<file path="config.mk">
export PLATFORM = sky130hd
export DESIGN_NAME = rtmc_search
export DESIGN_NICKNAME = d
export VERILOG_FILES = /design/src/hdl/rtmc_pkg.sv /design/src/hdl/rtmc_search.sv
export SDC_FILE = /design/constraint.sdc
export NUM_CORES = 1
export LEC_CHECK = 0
export CAP_MARGIN = 20
export CORE_UTILIZATION = 35
export DETAILED_ROUTE_END_ITERATION = 8
export DONT_BUFFER_PORTS = 1
export RECOVER_POWER = 50
export SYNTH_ARGS = -nofsm -noshare
export SYNTH_HDL_FRONTEND = slang
export SYNTH_SLANG_ARGS = --single-unit
</file>
<file path="constraint.sdc">
create_clock -name clk -period 7.7 [get_ports clk]
set_clock_uncertainty 0.05 [all_clocks]
set_input_delay 1.155 -clock clk [delete_from_list [all_inputs] [get_ports clk]]
set_output_delay 1.155 -clock clk [all_outputs]
set_load 0.01 [all_outputs]
</file>
<file path="src/hdl/rtmc_pkg.sv">
// ----------------------------------------------------------------------------
// rtmc_pkg
// Shared constants and types of the rotated template match counter.
// ----------------------------------------------------------------------------
`default_nettype none

package rtmc_pkg;

	localparam int MAX_GRID_SIDE_DEF     = 64;
	localparam int MAX_TEMPLATE_SIDE_DEF = 16;

	localparam int CELL_W     = 8;
	localparam int TURNS_W    = 2;
	localparam int COUNT_W    = 13;
	localparam int APB_ADDR_W = 3;
	localparam int APB_DATA_W = 32;

	// Input item kinds.
	localparam logic KIND_GRID     = 1'b0;
	localparam logic KIND_TEMPLATE = 1'b1;

	// Register select, taken from paddr bit 2.
	localparam logic REG_GRID_SIDE     = 1'b0;
	localparam logic REG_TEMPLATE_SIDE = 1'b1;

	localparam logic [TURNS_W-1:0] LAST_TURN = 2'd3;

	typedef struct packed {
		logic [TURNS_W-1:0] quarter_turns;
		logic [COUNT_W-1:0] match_count;
		logic               last_of_run;
	} result_t;

	typedef struct packed {
		logic    load;
		result_t res;
	} emit_t;

endpackage

`default_nettype wire

</file>
<file path="src/hdl/rtmc_search.sv">
// ----------------------------------------------------------------------------
// rtmc_search
// Search sequencer: walks every window position for each of the four
// rotations with one shared cell comparator and counts exact matches.
// ----------------------------------------------------------------------------
`default_nettype none

module rtmc_search #(
	parameter int MAX_GRID_SIDE     = rtmc_pkg::MAX_GRID_SIDE_DEF,
	parameter int MAX_TEMPLATE_SIDE = rtmc_pkg::MAX_TEMPLATE_SIDE_DEF,
	localparam int GW = $clog2(MAX_GRID_SIDE + 1),
	localparam int TW = $clog2(MAX_TEMPLATE_SIDE + 1),
	localparam int GA = $clog2(MAX_GRID_SIDE * MAX_GRID_SIDE),
	localparam int TA = (MAX_TEMPLATE_SIDE > 1) ?
		$clog2(MAX_TEMPLATE_SIDE * MAX_TEMPLATE_SIDE) : 1
) (
	input  wire logic                          clk,
	input  wire logic                          arst_n,
	input  wire logic                          start,
	input  wire logic                          out_free,
	input  wire logic [GW-1:0]                 grid_side,
	input  wire logic [TW-1:0]                 template_side,
	input  wire logic [rtmc_pkg::CELL_W-1:0]   grid_rdata,
	input  wire logic [rtmc_pkg::CELL_W-1:0]   tmpl_rdata,
	output logic      [GA-1:0]                 grid_raddr,
	output logic      [TA-1:0]                 tmpl_raddr,
	output logic                               busy,
	output rtmc_pkg::emit_t                    emit
);

	localparam int WX = (GW > TW) ? GW : TW;

	localparam logic [1:0] ST_IDLE = 2'd0;
	localparam logic [1:0] ST_SCAN = 2'd1;
	localparam logic [1:0] ST_EMIT = 2'd2;

	logic [1:0]                     state_q;
	logic [rtmc_pkg::TURNS_W-1:0]   turns_q;
	logic [rtmc_pkg::COUNT_W-1:0]   count_q;
	logic [GW-1:0]                  row_q;
	logic [GW-1:0]                  col_q;
	logic [TW-1:0]                  x_q;
	logic [TW-1:0]                  y_q;
	logic [GA-1:0]                  base_q;
	logic [GA-1:0]                  rowoff_q;
	logic                           valid_s1;
	logic                           last_s1;

	logic                           too_big;
	logic [GW-1:0]                  span_m1;
	logic [TW-1:0]                  nm1;
	logic                           cell_last;
	logic                           mismatch;
	logic                           flush;
	logic [TW-1:0]                  src_row;
	logic [TW-1:0]                  src_col;
	logic [2*TW-1:0]                src_prod;

	assign too_big   = WX'(template_side) > WX'(grid_side);
	assign span_m1   = GW'(WX'(grid_side) - WX'(template_side));
	assign nm1       = template_side - TW'(1);
	assign cell_last = (x_q == nm1) && (y_q == nm1);
	assign mismatch  = grid_rdata != tmpl_rdata;
	assign flush     = valid_s1 && (mismatch || last_s1);

	// Rotation is done by addressing: map the window cell back to the stored one.
	always_comb begin
		case (turns_q)
			2'd0: begin
				src_row = x_q;
				src_col = y_q;
			end
			2'd1: begin
				src_row = nm1 - y_q;
				src_col = x_q;
			end
			2'd2: begin
				src_row = nm1 - x_q;
				src_col = nm1 - y_q;
			end
			default: begin
				src_row = y_q;
				src_col = nm1 - x_q;
			end
		endcase
		src_prod = src_row * template_side;
	end

	assign tmpl_raddr = TA'(src_prod + (2*TW)'(src_col));
	assign grid_raddr = base_q + rowoff_q + GA'(y_q);

	assign busy                  = state_q != ST_IDLE;
	assign emit.load             = (state_q == ST_EMIT) && out_free;
	assign emit.res.quarter_turns = turns_q;
	assign emit.res.match_count  = count_q;
	assign emit.res.last_of_run  = turns_q == rtmc_pkg::LAST_TURN;

	always_ff @(posedge clk or negedge arst_n) begin
		if (!arst_n) begin
			state_q  <= ST_IDLE;
			turns_q  <= '0;
			count_q  <= '0;
			row_q    <= '0;
			col_q    <= '0;
			x_q      <= '0;
			y_q      <= '0;
			base_q   <= '0;
			rowoff_q <= '0;
			valid_s1 <= 1'b0;
			last_s1  <= 1'b0;
		end else begin
			case (state_q)
				ST_IDLE: begin
					if (start) begin
						turns_q  <= '0;
						count_q  <= '0;
						row_q    <= '0;
						col_q    <= '0;
						x_q      <= '0;
						y_q      <= '0;
						base_q   <= '0;
						rowoff_q <= '0;
						valid_s1 <= 1'b0;
						state_q  <= too_big ? ST_EMIT : ST_SCAN;
					end
				end
				ST_SCAN: begin
					if (flush) begin
						// The window is decided: either a cell differed or all matched.
						valid_s1 <= 1'b0;
						x_q      <= '0;
						y_q      <= '0;
						rowoff_q <= '0;
						if (!mismatch) begin
							count_q <= count_q + 1'b1;
						end
						if ((row_q == span_m1) && (col_q == span_m1)) begin
							state_q <= ST_EMIT;
						end else if (col_q == span_m1) begin
							col_q  <= '0;
							row_q  <= row_q + 1'b1;
							base_q <= base_q + GA'(template_side);
						end else begin
							col_q  <= col_q + 1'b1;
							base_q <= base_q + 1'b1;
						end
					end else begin
						valid_s1 <= 1'b1;
						last_s1  <= cell_last;
						if (!cell_last) begin
							if (y_q == nm1) begin
								y_q      <= '0;
								x_q      <= x_q + 1'b1;
								rowoff_q <= rowoff_q + GA'(grid_side);
							end else begin
								y_q <= y_q + 1'b1;
							end
						end
					end
				end
				ST_EMIT: begin
					if (out_free) begin
						if (turns_q == rtmc_pkg::LAST_TURN) begin
							state_q <= ST_IDLE;
						end else begin
							turns_q  <= turns_q + 1'b1;
							count_q  <= '0;
							row_q    <= '0;
							col_q    <= '0;
							x_q      <= '0;
							y_q      <= '0;
							base_q   <= '0;
							rowoff_q <= '0;
							valid_s1 <= 1'b0;
							state_q  <= too_big ? ST_EMIT : ST_SCAN;
						end
					end
				end
				default: begin
					state_q <= ST_IDLE;
				end
			endcase
		end
	end

endmodule

`default_nettype wire

</file>
* After elaboration in Yosys (flattened, before gate mapping)
Index checks and enable logic that the tools add are counted.
Storage, ports and cells: memory bits (read-only) 0, word-level logic and storage cells 126, memories 0, register bits after elaboration 67, latch bits 0, bits in writable memories 0
Cells by class: add/subtract/negate cells 16, shifts and indexed selects 0, $lt $le $gt $ge 1, bitwise logic cells 1, divide/modulo/power cells 0, muxes and demuxes 57, reduce and logical (&&, ||, !) cells 19, eq/ne operators 20, multiply operators 1
Operators by type and width (number):
- 12-bit two-way mux | 9
- 12-bit case mux with 3 select lines | 2
- 13-bit two-way mux | 5
- 7-bit two-way mux | 9
- 5-bit case mux with 3 select lines | 4
- 5-bit two-way mux | 9
- 7-bit case mux with 3 select lines | 2
- 13-bit case mux with 3 select lines | 1
- 12-bit by 5-bit adder with 12-bit output | 2
- 2-bit two-way mux | 9
- 6-bit AND reduction | 3
- 2-bit inequality test, second input constant | 8
- 7-bit by 1-bit adder with 7-bit output, second input constant | 2
- 7-bit == test | 2
- 13-bit by 1-bit adder with 13-bit output, second input constant | 1
- 12-bit by 1-bit adder with 12-bit output, second input constant | 1
- 12-bit adder | 1
- 12-bit by 7-bit adder with 12-bit output | 1
- 4-bit AND reduction | 3
- 5-bit by 1-bit adder with 5-bit output, second input constant | 2
- 5-bit == test | 2
- 5-bit subtractor | 2
- 8-bit by 5-bit adder with 8-bit output | 1
- 5-bit by 5-bit multiplier with 8-bit output | 1
- 21 further kinds | 33

* Depth between registers and ports, before layout
Gate-level depths: netlist of run 1.
depth after elaboration 6, gate-level depth with buffers 22, depth with buffers taken out 22

* Least setup slack after synthesis of run 1
OpenSTA, ideal clock, no wires.
path type input to output, start point input template_side[1], end point output tmpl_raddr[7], stages on the path 22, data arrival time 5.835 ns, path slack 0.660 ns, path through inv_1 > ha_1 > inv_1 > fa_1 > a21o_1 > a21oi_1 > xor2_1 > xnor2_1 > a221oi_1 > a2bb2oi_1 > nand2_1 > fa_1 > fa_1 > fa_1 > inv_1 > ha_1 > a21oi_1 > o21bai_1 > a21oi_1 > xnor2_1 > xnor2_1 > xnor2_1
Between the ends: longest elaborated chain between the ends 5
Ends and longest elaborated chain:
- start, declared | line rtmc_search.sv:22 | input wire logic [TW-1:0] template_side,
- 5-bit by 1-bit subtractor with 5-bit output | line rtmc_search.sv:61 | assign nm1 = template_side - TW'(1);
- 5-bit subtractor (on tied branches)
- 5-bit case mux with 3 select lines | line rtmc_search.sv:68 | case (turns_q)
- 5-bit by 5-bit multiplier with 8-bit output | line rtmc_search.sv:86 | src_prod = src_row * template_side;
- 8-bit by 5-bit adder with 8-bit output (*) | line rtmc_search.sv:89 | assign tmpl_raddr = TA'(src_prod + (2*TW)'(src_col));
- end, declared | line rtmc_search.sv:26 | output logic [TA-1:0] tmpl_raddr,
Mark *: on every way between the ends. The rest lies on a longest branch, timed or not.

* Worst setup path after layout of run 1
Ends and elaborated chain as after synthesis.

==> results_dict.tcl, run 1 <==
set metrics [dict create \
    run_status "complete, but fails checks" \
    violations "design-rule violations" \
    relSlewSlack_pct 25.3 \
    synth_xor_area_share_pct 12.0 \
    die_h_um 138 \
    drt_wl_total_um 15700 \
    area_growth_pct 7.42 \
    arrival_ns 6.08 \
    yosysWarningCount 0 \
    gp_congestion 0.918 \
    worst_pin_slew_ns 1.12 \
    r2r_cells 16 \
    dr_total_vias 5113 \
    fin_ws_ns 0.414 \
    clockRootBuffer "clkbuf_16" \
    critical_path.max_stage_delay_ns 0.54 \
    rsz0062_at_grt "no" \
    synth-edff-count 0 \
    crit_buf_inv 3 \
    period_needed_ns 7.29 \
    grt_pass1_wl_um 26000 \
    setup_tns_ns 0 \
    leakagePower_nw 3.21 \
    core_sq_um 18100 \
    port_buffers 0 \
    synth.distinct_cells 69 \
    postCtsSetupBuffers 0 \
    cts.sinks 67 \
    power_density_nw_per_um2 272 \
    clk_pin_slew_ns 0.06 \
    dp.cells 948 \
    clock_latency_ns 0.33 \
    async_flop_share_pct 100 \
    avgSynthCellArea_sq_um 8.76 \
    syn_area_sq_um 6510 \
    die_w_um 138 \
    dieArea_sq_um 19100 \
    critical_path_required_ns 6.49 \
    cts-buffers-inserted 9 \
    cp_max_fo 8 \
    stdcell_count 964 \
    grt_max_degree 68 \
    crit_family "adder cells" \
    irDropWorstVdd_mv 0.165 \
    synth_top_family_by_area "adder cells" \
    maxCapViolCount 0 \
    htreeDepth 3 \
    r2r_start "col_q[5]$_DFFE_PN0P_" \
    hold_violations 0 \
    synth_compound_area_share_pct 16.1 \
    path_class "input pin to output port" \
    slew_violations 0 \
    cp-end-kind "output port" \
    row_count 49 \
    cts_tree "built" \
    synthMuxAreaShare_pct 1.40 \
    ant_nets 0 \
    cp-start-kind "input pin" \
    dr.pass1.iters 7 \
    via_per_inst 5.30 \
    startpoint "template_side[1]" \
    drive_gt1_share_pct 4.76 \
    critPathSlowestCell "fa_1" \
    drtIter0Drc 361 \
    period_share_pct 94.6 \
    synthCells 743 \
    clock_path_buffers 2 \
    overflow 0 \
    dpl.hpwl_um 12200 \
    grt_antenna_before_repair 0 \
    synth_flop_cell "dfrtp_1" \
    fmax_ghz 0.137 \
    preCtsSetupSlack_ns 0.312 \
    routedWlPerCell_um 16.2 \
    ys_seq_area_share_pct 25.8 \
    cp.depth 22 \
    hp-class "input pin to asynchronous set/reset pin" \
    start_util_pct 36.0 \
    power_mw 1.91 \
    syn_nets 863 \
    grt_util_all_layers_pct 17.1 \
    drc 8 \
    n_antenna_cell 0 \
    yosys.area_share.adder_pct 19.7 \
    worstPathCellList "inv_1 > ha_1 > inv_1 > fa_1 > a21o_1 > a21oi_1 > xor2_1 > xnor2_1 > a221oi_1 > a2bb2oi_2 > nand2_1 > fa_1 > fa_1 > fa_1 > inv_1 > ha_1 > a21oi_1 > o21bai_1 > a21oi_1 > xnor2_1 > xnor2_1 > xnor2_1" \
    synthSimpleGateAreaFrac_pct 19.6 \
    setup_viol 0 \
    synth-seq-cells 67 \
    grt_pass1_vias 4949 \
    nets 850 \
    io_pins 70 \
]
power breakdown:
part	total (mW)	switching, mW	internal [mW]
Combinational	1.01	0.633	0.374
Clock	0.392	0.163	0.229
Sequential	0.507	0.0930	0.414
Total	1.91	0.888	1.02
layout by cell type (no fill, tap or decap), types with 5 or more instances in the layout:
cell / instances
clkbuf_16: 9
nor2_1: 43
mux2i_1: 8
fa_1: 24
xor2_1: 26
inv_1: 60
and3_1: 9
nor3_1: 11
nand4_1: 15
o31ai_1: 14
ha_1: 64
a21oi_1: 43
nand3_1: 17
or3_1: 12
nor2b_1: 8
o21ai_0: 36
nand2b_1: 9
xnor2_1: 45
and2_1: 18
xnor3_1: 7
o21bai_1: 5
dfrtp_1: 67
a21o_1: 11
nand2_1: 87
sequential cells by signal, summed over array words and instances, names as in the netlist:
name      count
base_q       12
x_q           5
last_s1       1
col_q         7
valid_s1      1
y_q           5
count_q      13
state_q       2
row_q         7
rowoff_q     12
turns_q       2
timing repair:
action / in CTS / in global routing
hold buffers: 0 / 0
endpoints found under the setup margin: 0 / 1
gates resized for setup: 0 / 2
routing by layer:
layer  part of all wire [%]  global-route usage (%)  vias to the layer above
met4                    1.1                    4.02                        0
met3                    4.7                    3.36                       10
met1                     48                    23.2                     2436
met5                      0                       0                        -
met2                     46                    27.8                      110
li1                       -                       -                     2557
final cells by class:
cell class	instances	area [sq um]
sequential	67	1680
clock inverter	6	47.5
multi-input combinational	587	4490
inverter	61	229
clock buffer	10	239
tap	229	287
fill	1819	11100
timing repair buffer	4	22.5
worst paths after layout:
check	end	slack [ns]
max in group asynchronous	rowoff_q[10]$_DFFE_PN0P_	7.01
hold / removal	col_q[0]$_DFFE_PN0P_	0.47
setup / recovery	tmpl_raddr[7]	0.41
min in group clk	rowoff_q[0]$_DFFE_PN0P_	0.47
hold reg to reg	rowoff_q[0]$_DFFE_PN0P_	0.47
setup reg to reg	base_q[8]$_DFFE_PN0P_	3.73
logic make-up after synthesis:
logic type	Yosys count
flip-flops	67
buffers and inverters	89
AND/OR/NAND/NOR	253
multiplexers	9
XOR/XNOR	78
AO/OA/AOI/OAI	159
adder cells (fa/ha/maj)	88
synth_stat cells (all sizes together) (3+ instances only):
cell type / instances / area, sq um
nand2: 88 / 333
dfrtp: 67 / 1680
ha: 64 / 801
inv: 60 / 225
xnor2: 45 / 394
nor2: 44 / 173
a21oi: 43 / 215
o21ai: 39 / 210
xor2: 26 / 228
fa: 24 / 480
and2: 18 / 113
clkbuf: 18 / 67.6
nand3: 17 / 85.1
nand4: 15 / 93.8
o31ai: 14 / 105
or3: 12 / 75.1
a21o: 11 / 82.6
nor3: 11 / 55.1
buf: 10 / 56.3
and3: 9 / 56.3
nand2b: 9 / 56.3
mux2i: 8 / 80.1
nor2b: 8 / 50.1
xnor3: 7 / 158
o21bai: 5 / 37.5
a211oi: 4 / 35.0
a221oi: 4 / 35.0
nor3b: 4 / 35.0
o2111ai: 4 / 35.0
o211ai: 4 / 30.0
o22ai: 4 / 25.0
or2: 4 / 25.0
a21boi: 3 / 22.5
a222oi: 3 / 30.0
a22o: 3 / 26.3
o21a: 3 / 23.8
or4: 3 / 22.5
metrics by stage:
step           cell area [sq um]  utilization [%]  hold slack (ns)
2_1_floorplan               6510                -            0.419
3_3_place_gp                6700             37.1            0.442
3_5_place_dp                6700             37.1            0.455
4_1_cts                     6990             38.6            0.452
5_1_grt                     6990             38.7            0.453
6_report                    6990             38.7            0.467
worst register-to-register path, stage by stage (launching register included):
cell,delay [ns]
dfrtp_1,0.50
nand2b_1,0.12
or3_1,0.31
a21oi_1,0.15
nor3_1,0.08
and2b_1,0.62
nand2_1,0.19
ha_1,0.25
fa_1,0.41
a21oi_1,0.18
nor2_1,0.05
nor2_1,0.15
inv_1,0.06
a21oi_1,0.28
a211oi_1,0.12
a211o_1,0.34
nand2_1,0.06
Note: power is estimated with default switching activity, not from simulation.
==> run 2, diff against run 1 <==
--- a/config.mk
+++ b/config.mk
@@ -7,9 +7,10 @@
 export LEC_CHECK = 0
 export CAP_MARGIN = 20
 export CORE_UTILIZATION = 35
+export CTS_BUF_LIST = sky130_fd_sc_hd__clkbuf_8
 export DETAILED_ROUTE_END_ITERATION = 8
 export DONT_BUFFER_PORTS = 1
-export RECOVER_POWER = 50
+export RECOVER_POWER = 25
 export SYNTH_ARGS = -nofsm -noshare
 export SYNTH_HDL_FRONTEND = slang
 export SYNTH_SLANG_ARGS = --single-unit
==> constraint.sdc (replaced) <==
create_clock -name clk -period 7.6 [get_ports clk]
set_clock_uncertainty 0.05 [all_clocks]
set_input_delay 1.14 -clock clk [delete_from_list [all_inputs] [get_ports clk]]
set_output_delay 1.14 -clock clk [all_outputs]
set_load 0.01 [all_outputs]
==> results_dict.tcl, run 2 (same netlist as run 1, synthesis figures left out) <==
set metrics [dict create \
    run_status "complete, but fails checks" \
    violations "design-rule violations" \
    r2r_cells 15 \
    final_cell_mix "87 x nand2_1, 67 x dfrtp_1, 64 x ha_1" \
    drive_gt1_share_pct 5.17 \
    postCtsSetupBuffers 0 \
    cp_max_fo 8 \
    cts.sinks 67 \
    critPathSlowestCell "fa_1" \
    critical_path_required_ns 6.41 \
    num-fill-cells 1856 \
    period_needed_ns 7.23 \
    dieArea_sq_um 19100 \
    grt_max_degree 68 \
    gp_congestion 0.904 \
    cts-buffers-inserted 9 \
    hold_violations 0 \
    setup_tns_ns 0 \
    design_area_sq_um 6900 \
    largest_reg_flops 13 \
    cts_resized 0 \
    top_regs "count_q (13), base_q (12), rowoff_q (12)" \
    dpl_cell_area_sq_um 6700 \
    r2r_start "col_q[5]$_DFFE_PN0P_" \
    nets 850 \
    cp-start-kind "input pin" \
    r2r_slack_ns 3.62 \
    grt_pass1_vias 4987 \
    htreeDepth 3 \
    top_register "count_q" \
    worst_pin_slew_ns 1.02 \
    clock_latency_ns 0.36 \
    die_w_um 138 \
    worstPathCellList "inv_1 > ha_1 > inv_1 > fa_1 > a21o_1 > a21oi_1 > xor2_1 > xnor2_1 > a221oi_1 > a2bb2oi_2 > nand2_1 > fa_1 > fa_1 > fa_1 > inv_1 > ha_1 > a21oi_2 > o21bai_1 > a21oi_1 > xnor2_1 > xnor2_1 > xnor2_1" \
    period_share_pct 95.2 \
    dp.cells 948 \
    arrival_ns 6.04 \
    routedWlPerCell_um 16.2 \
    cts_tree "built" \
    dr.pass1.iters 7 \
    power_density_nw_per_um2 265 \
    clock_path_buffers 2 \
    clockRootBuffer "clkbuf_8" \
    slew_violations 0 \
    clk_pin_slew_ns 0.09 \
    drtIter0Drc 293 \
    irDropWorstVdd_mv 0.122 \
    rsz0062_at_grt "no" \
    stdcell_count 964 \
    fmax_ghz 0.138 \
    cp-end-kind "output port" \
    drc 8 \
    hp-class "input pin to asynchronous set/reset pin" \
    critical_path.max_stage_delay_ns 0.54 \
    overflow 0 \
    maxCapViolCount 0 \
    relSlewSlack_pct 32.0 \
    r2r-end "base_q[8]$_DFFE_PN0P_" \
    core_sq_um 18100 \
    drt_wl_total_um 15600 \
    n_antenna_cell 0 \
    row_count 49 \
    ant_nets 0 \
    grt_util_all_layers_pct 17.0 \
    port_buffers 0 \
    grt_pass1_wl_um 26000 \
    path_class "input pin to output port" \
    area_growth_pct 6.02 \
    via_per_inst 5.32 \
    final_util_pct 38.2 \
    leakagePower_nw 3.16 \
    start_util_pct 36.0 \
    final_common_cell "nand2_1" \
    dpl.hpwl_um 12200 \
    grt_antenna_before_repair 0 \
    die_h_um 138 \
    setup_viol 0 \
    cts-hold-fix-buffers 0 \
    hold_ws_ns 0.419 \
    io_pins 70 \
    dr_total_vias 5131 \
]
run 2: changes by cell type in the layout (fill, tap and decap cells not counted), sizes merged:
cell / change
clkbuf: -3
clkinv: -2
inv: +1
buf: +2
clkinvlp: +2
run 2: report_power, final:
group / switching (mW) / internal (mW) / leakage [nW]
sequential: 0.0953 / 0.418 / 0.907
combinational: 0.647 / 0.384 / 2.17
clock: 0.162 / 0.123 / 0.0844
total: 0.904 / 0.926 / 3.16
run 2: final cells by class:
type / count / area, sq um / share of cell area [%]
clock buffers: 9 / 124 / 1.79
clock inverters: 7 / 60.1 / 0.870
inverters: 61 / 229 / 3.32
multi-input cells: 587 / 4500 / 65.1
flip-flops and latches: 67 / 1680 / 24.3
well taps: 229 / 287 / 4.15
repair buffers: 4 / 30.0 / 0.435
run 2: through the flow:
step	setup WS, ns	power, mW
finish	0.367	1.83
global placement	0.304	1.54
detailed placement	0.185	1.55
global route	0.0249	2.00
floorplan	0.590	1.32
CTS	0.182	1.85
run 2: worst max path at each step:
stage	slack (ns)	startpoint	depth (start not counted)	endpoint
after CTS	0.18	template_side[1]	22	tmpl_raddr[7]
after floorplan	0.59	template_side[1]	22	tmpl_raddr[7]
final	0.37	template_side[1]	22	tmpl_raddr[7]
after global routing	0.02	template_side[1]	22	tmpl_raddr[7]
after detailed placement	0.18	template_side[1]	22	tmpl_raddr[7]
after global placement	0.30	template_side[1]	22	tmpl_raddr[7]
run 2: layer usage:
| layer | global-route usage [%] | share of wire (%) | vias to the layer above |
|---|---|---|---|
| met2 | 27.4 | 45 | 99 |
| met4 | 4.67 | 2.0 | 0 |
| li1 | - | - | 2561 |
| met3 | 3.88 | 4.2 | 21 |
| met1 | 22.9 | 48 | 2450 |
| met5 | 0 | 0 | - |
run 2: worst max-delay path, delay by kind of cell:
kind,cells,cell delay [ns]
XOR/XNOR,5,0.88
AND/OR/NAND/NOR,1,0.10
buffers and inverters,3,0.21
adder cells (fa/ha/maj),6,2.57
AO/OA/AOI/OAI,7,1.16
==> run 3, diff against run 2 <==
--- a/config.mk
+++ b/config.mk
@@ -6,7 +6,7 @@
 export NUM_CORES = 1
 export LEC_CHECK = 0
 export CAP_MARGIN = 20
-export CORE_UTILIZATION = 35
+export CORE_UTILIZATION = 29
 export CTS_BUF_LIST = sky130_fd_sc_hd__clkbuf_8
 export DETAILED_ROUTE_END_ITERATION = 8
 export DONT_BUFFER_PORTS = 1
==> results_dict.tcl, run 3 (same netlist as run 1, synthesis figures left out) <==
set metrics [dict create \
    run_status "complete, no violations" \
    fin_ws_ns 0.360 \
    final_cell_mix "87 x nand2_1, 67 x dfrtp_1, 64 x ha_1" \
    dp.cells 999 \
    dieArea_sq_um 23100 \
    postCtsSetupBuffers 0 \
    hp-class "input pin to asynchronous set/reset pin" \
    cts-hold-fix-buffers 0 \
    relSlewSlack_pct 37.1 \
    maxCapViolCount 0 \
    leakagePower_nw 3.20 \
    setup_viol 0 \
    final_common_cell "nand2_1" \
    row_count 54 \
    drt_wl_total_um 16300 \
    grt_max_degree 68 \
    clk_pin_slew_ns 0.07 \
    preCtsSetupSlack_ns 0.203 \
    n_antenna_cell 0 \
    critical_path_required_ns 6.41 \
    cts-buffers-inserted 9 \
    start_util_pct 29.7 \
    period_needed_ns 7.24 \
    routedWlPerCell_um 16.1 \
    hold_ws_ns 0.435 \
    clock_path_buffers 2 \
    io_pins 70 \
    area_growth_pct 7.76 \
    grt_pass1_wl_um 26800 \
    cts_tree "built" \
    cp-end-kind "output port" \
    port_buffers 0 \
    power_density_nw_per_um2 270 \
    dpl.hpwl_um 13000 \
    r2r-end "base_q[8]$_DFFE_PN0P_" \
    overflow 0 \
    r2r_cells 15 \
    top_regs "count_q (13), base_q (12), rowoff_q (12)" \
    via_per_inst 5.11 \
    grt_util_all_layers_pct 14.5 \
    drc 0 \
    grt_pass1_vias 5129 \
    die_w_um 152 \
    largest_reg_flops 13 \
    drive_gt1_share_pct 5.31 \
    dr.pass1.iters 4 \
    htreeDepth 3 \
    grtUsageMet1_pct 18.6 \
    grt_antenna_before_repair 0 \
    core_sq_um 21900 \
    slew_violations 0 \
    top_usage_layer "met2" \
    top_register "count_q" \
    period_share_pct 95.3 \
    die_h_um 152 \
    dpl_cell_area_sq_um 6770 \
    nets 850 \
    cts_resized 0 \
    cts.sinks 67 \
    cp_max_fo 8 \
    design_area_sq_um 7020 \
    fmax_ghz 0.138 \
    use_met3_pct 4.31 \
    stdcell_count 1015 \
    clock_latency_ns 0.35 \
    hold_violations 0 \
    cp-start-kind "input pin" \
    irDropWorstVdd_mv 0.119 \
    drtIter0Drc 254 \
    gp_congestion 0.844 \
    dr_total_vias 5184 \
    grt.met2_usage_pct 23.5 \
    arrival_ns 6.05 \
    ant_nets 0 \
    r2r_start "col_q[5]$_DFFE_PN0P_" \
    path_class "input pin to output port" \
    worst_pin_slew_ns 0.935 \
    clockRootBuffer "clkbuf_8" \
    r2r_slack_ns 3.72 \
]
[run 3: cell types whose count changed in the layout (fill, tap and decap cells not counted), moves of 2 or more]
cell,change
inv_6,-2
clkinv_2,+3
clkinvlp_4,-3
clkbuf_8,+2
bufinv_16,+2
[run 3: cell type report]
cell class | count | area, sq um
flip-flops and latches | 67 | 1680
clock inverters | 5 | 75.1
repair buffers | 4 | 30.0
multi-input cells | 587 | 4500
clock buffers | 11 | 151
well taps | 280 | 350
fillers | 2325 | 14900
inverters | 61 | 229
[run 3: critical path, cell delays in order]
cell       delay, ns
inv_1           0.07
ha_1            0.28
inv_1           0.10
fa_1            0.44
a21o_1          0.17
a21oi_1         0.16
xor2_1          0.19
xnor2_1         0.10
a221oi_1        0.38
a2bb2oi_2       0.14
nand2_1         0.11
fa_1            0.43
fa_1            0.47
fa_1            0.54
inv_1           0.04
ha_1            0.33
a21oi_2         0.18
o21bai_1        0.09
a21oi_1         0.19
xnor2_1         0.15
xnor2_1         0.18
xnor2_2         0.17
[run 3: worst max-delay path by stage]
| stage | slack (ns) | depth (start not counted) | from | end |
|---|---|---|---|---|
| global placement | 0.24 | 22 | template_side[1] | tmpl_raddr[7] |
| floorplan | 0.59 | 22 | template_side[1] | tmpl_raddr[7] |
| finish | 0.36 | 22 | template_side[1] | tmpl_raddr[7] |
| CTS | 0.19 | 22 | template_side[1] | tmpl_raddr[7] |
| global route | -0.005 | 22 | template_side[1] | tmpl_raddr[7] |
| detailed placement | 0.20 | 22 | template_side[1] | tmpl_raddr[7] |
[run 3: power breakdown]
group	internal (mW)	leakage (nW)	switching (mW)
logic	0.390	2.18	0.652
registers	0.419	0.907	0.0938
clock network	0.201	0.119	0.140
[run 3: through the flow]
step                      util (%)  total power [mW]  TNS [ns]
after global placement        30.9              1.55         0
after CTS                     31.9              1.92         0
after floorplan                  -              1.32         0
after global routing          32.0              2.08  -0.00454
after detailed placement      30.9              1.57         0
final                         32.0              1.89         0
[run 3: metal layers]
layer  vias to the layer above  part of all wire, %
met5                         -                    0
met4                         0                  1.6
met3                        20                  6.2
met2                       126                   47
met1                      2478                   45
li1                       2560                    -
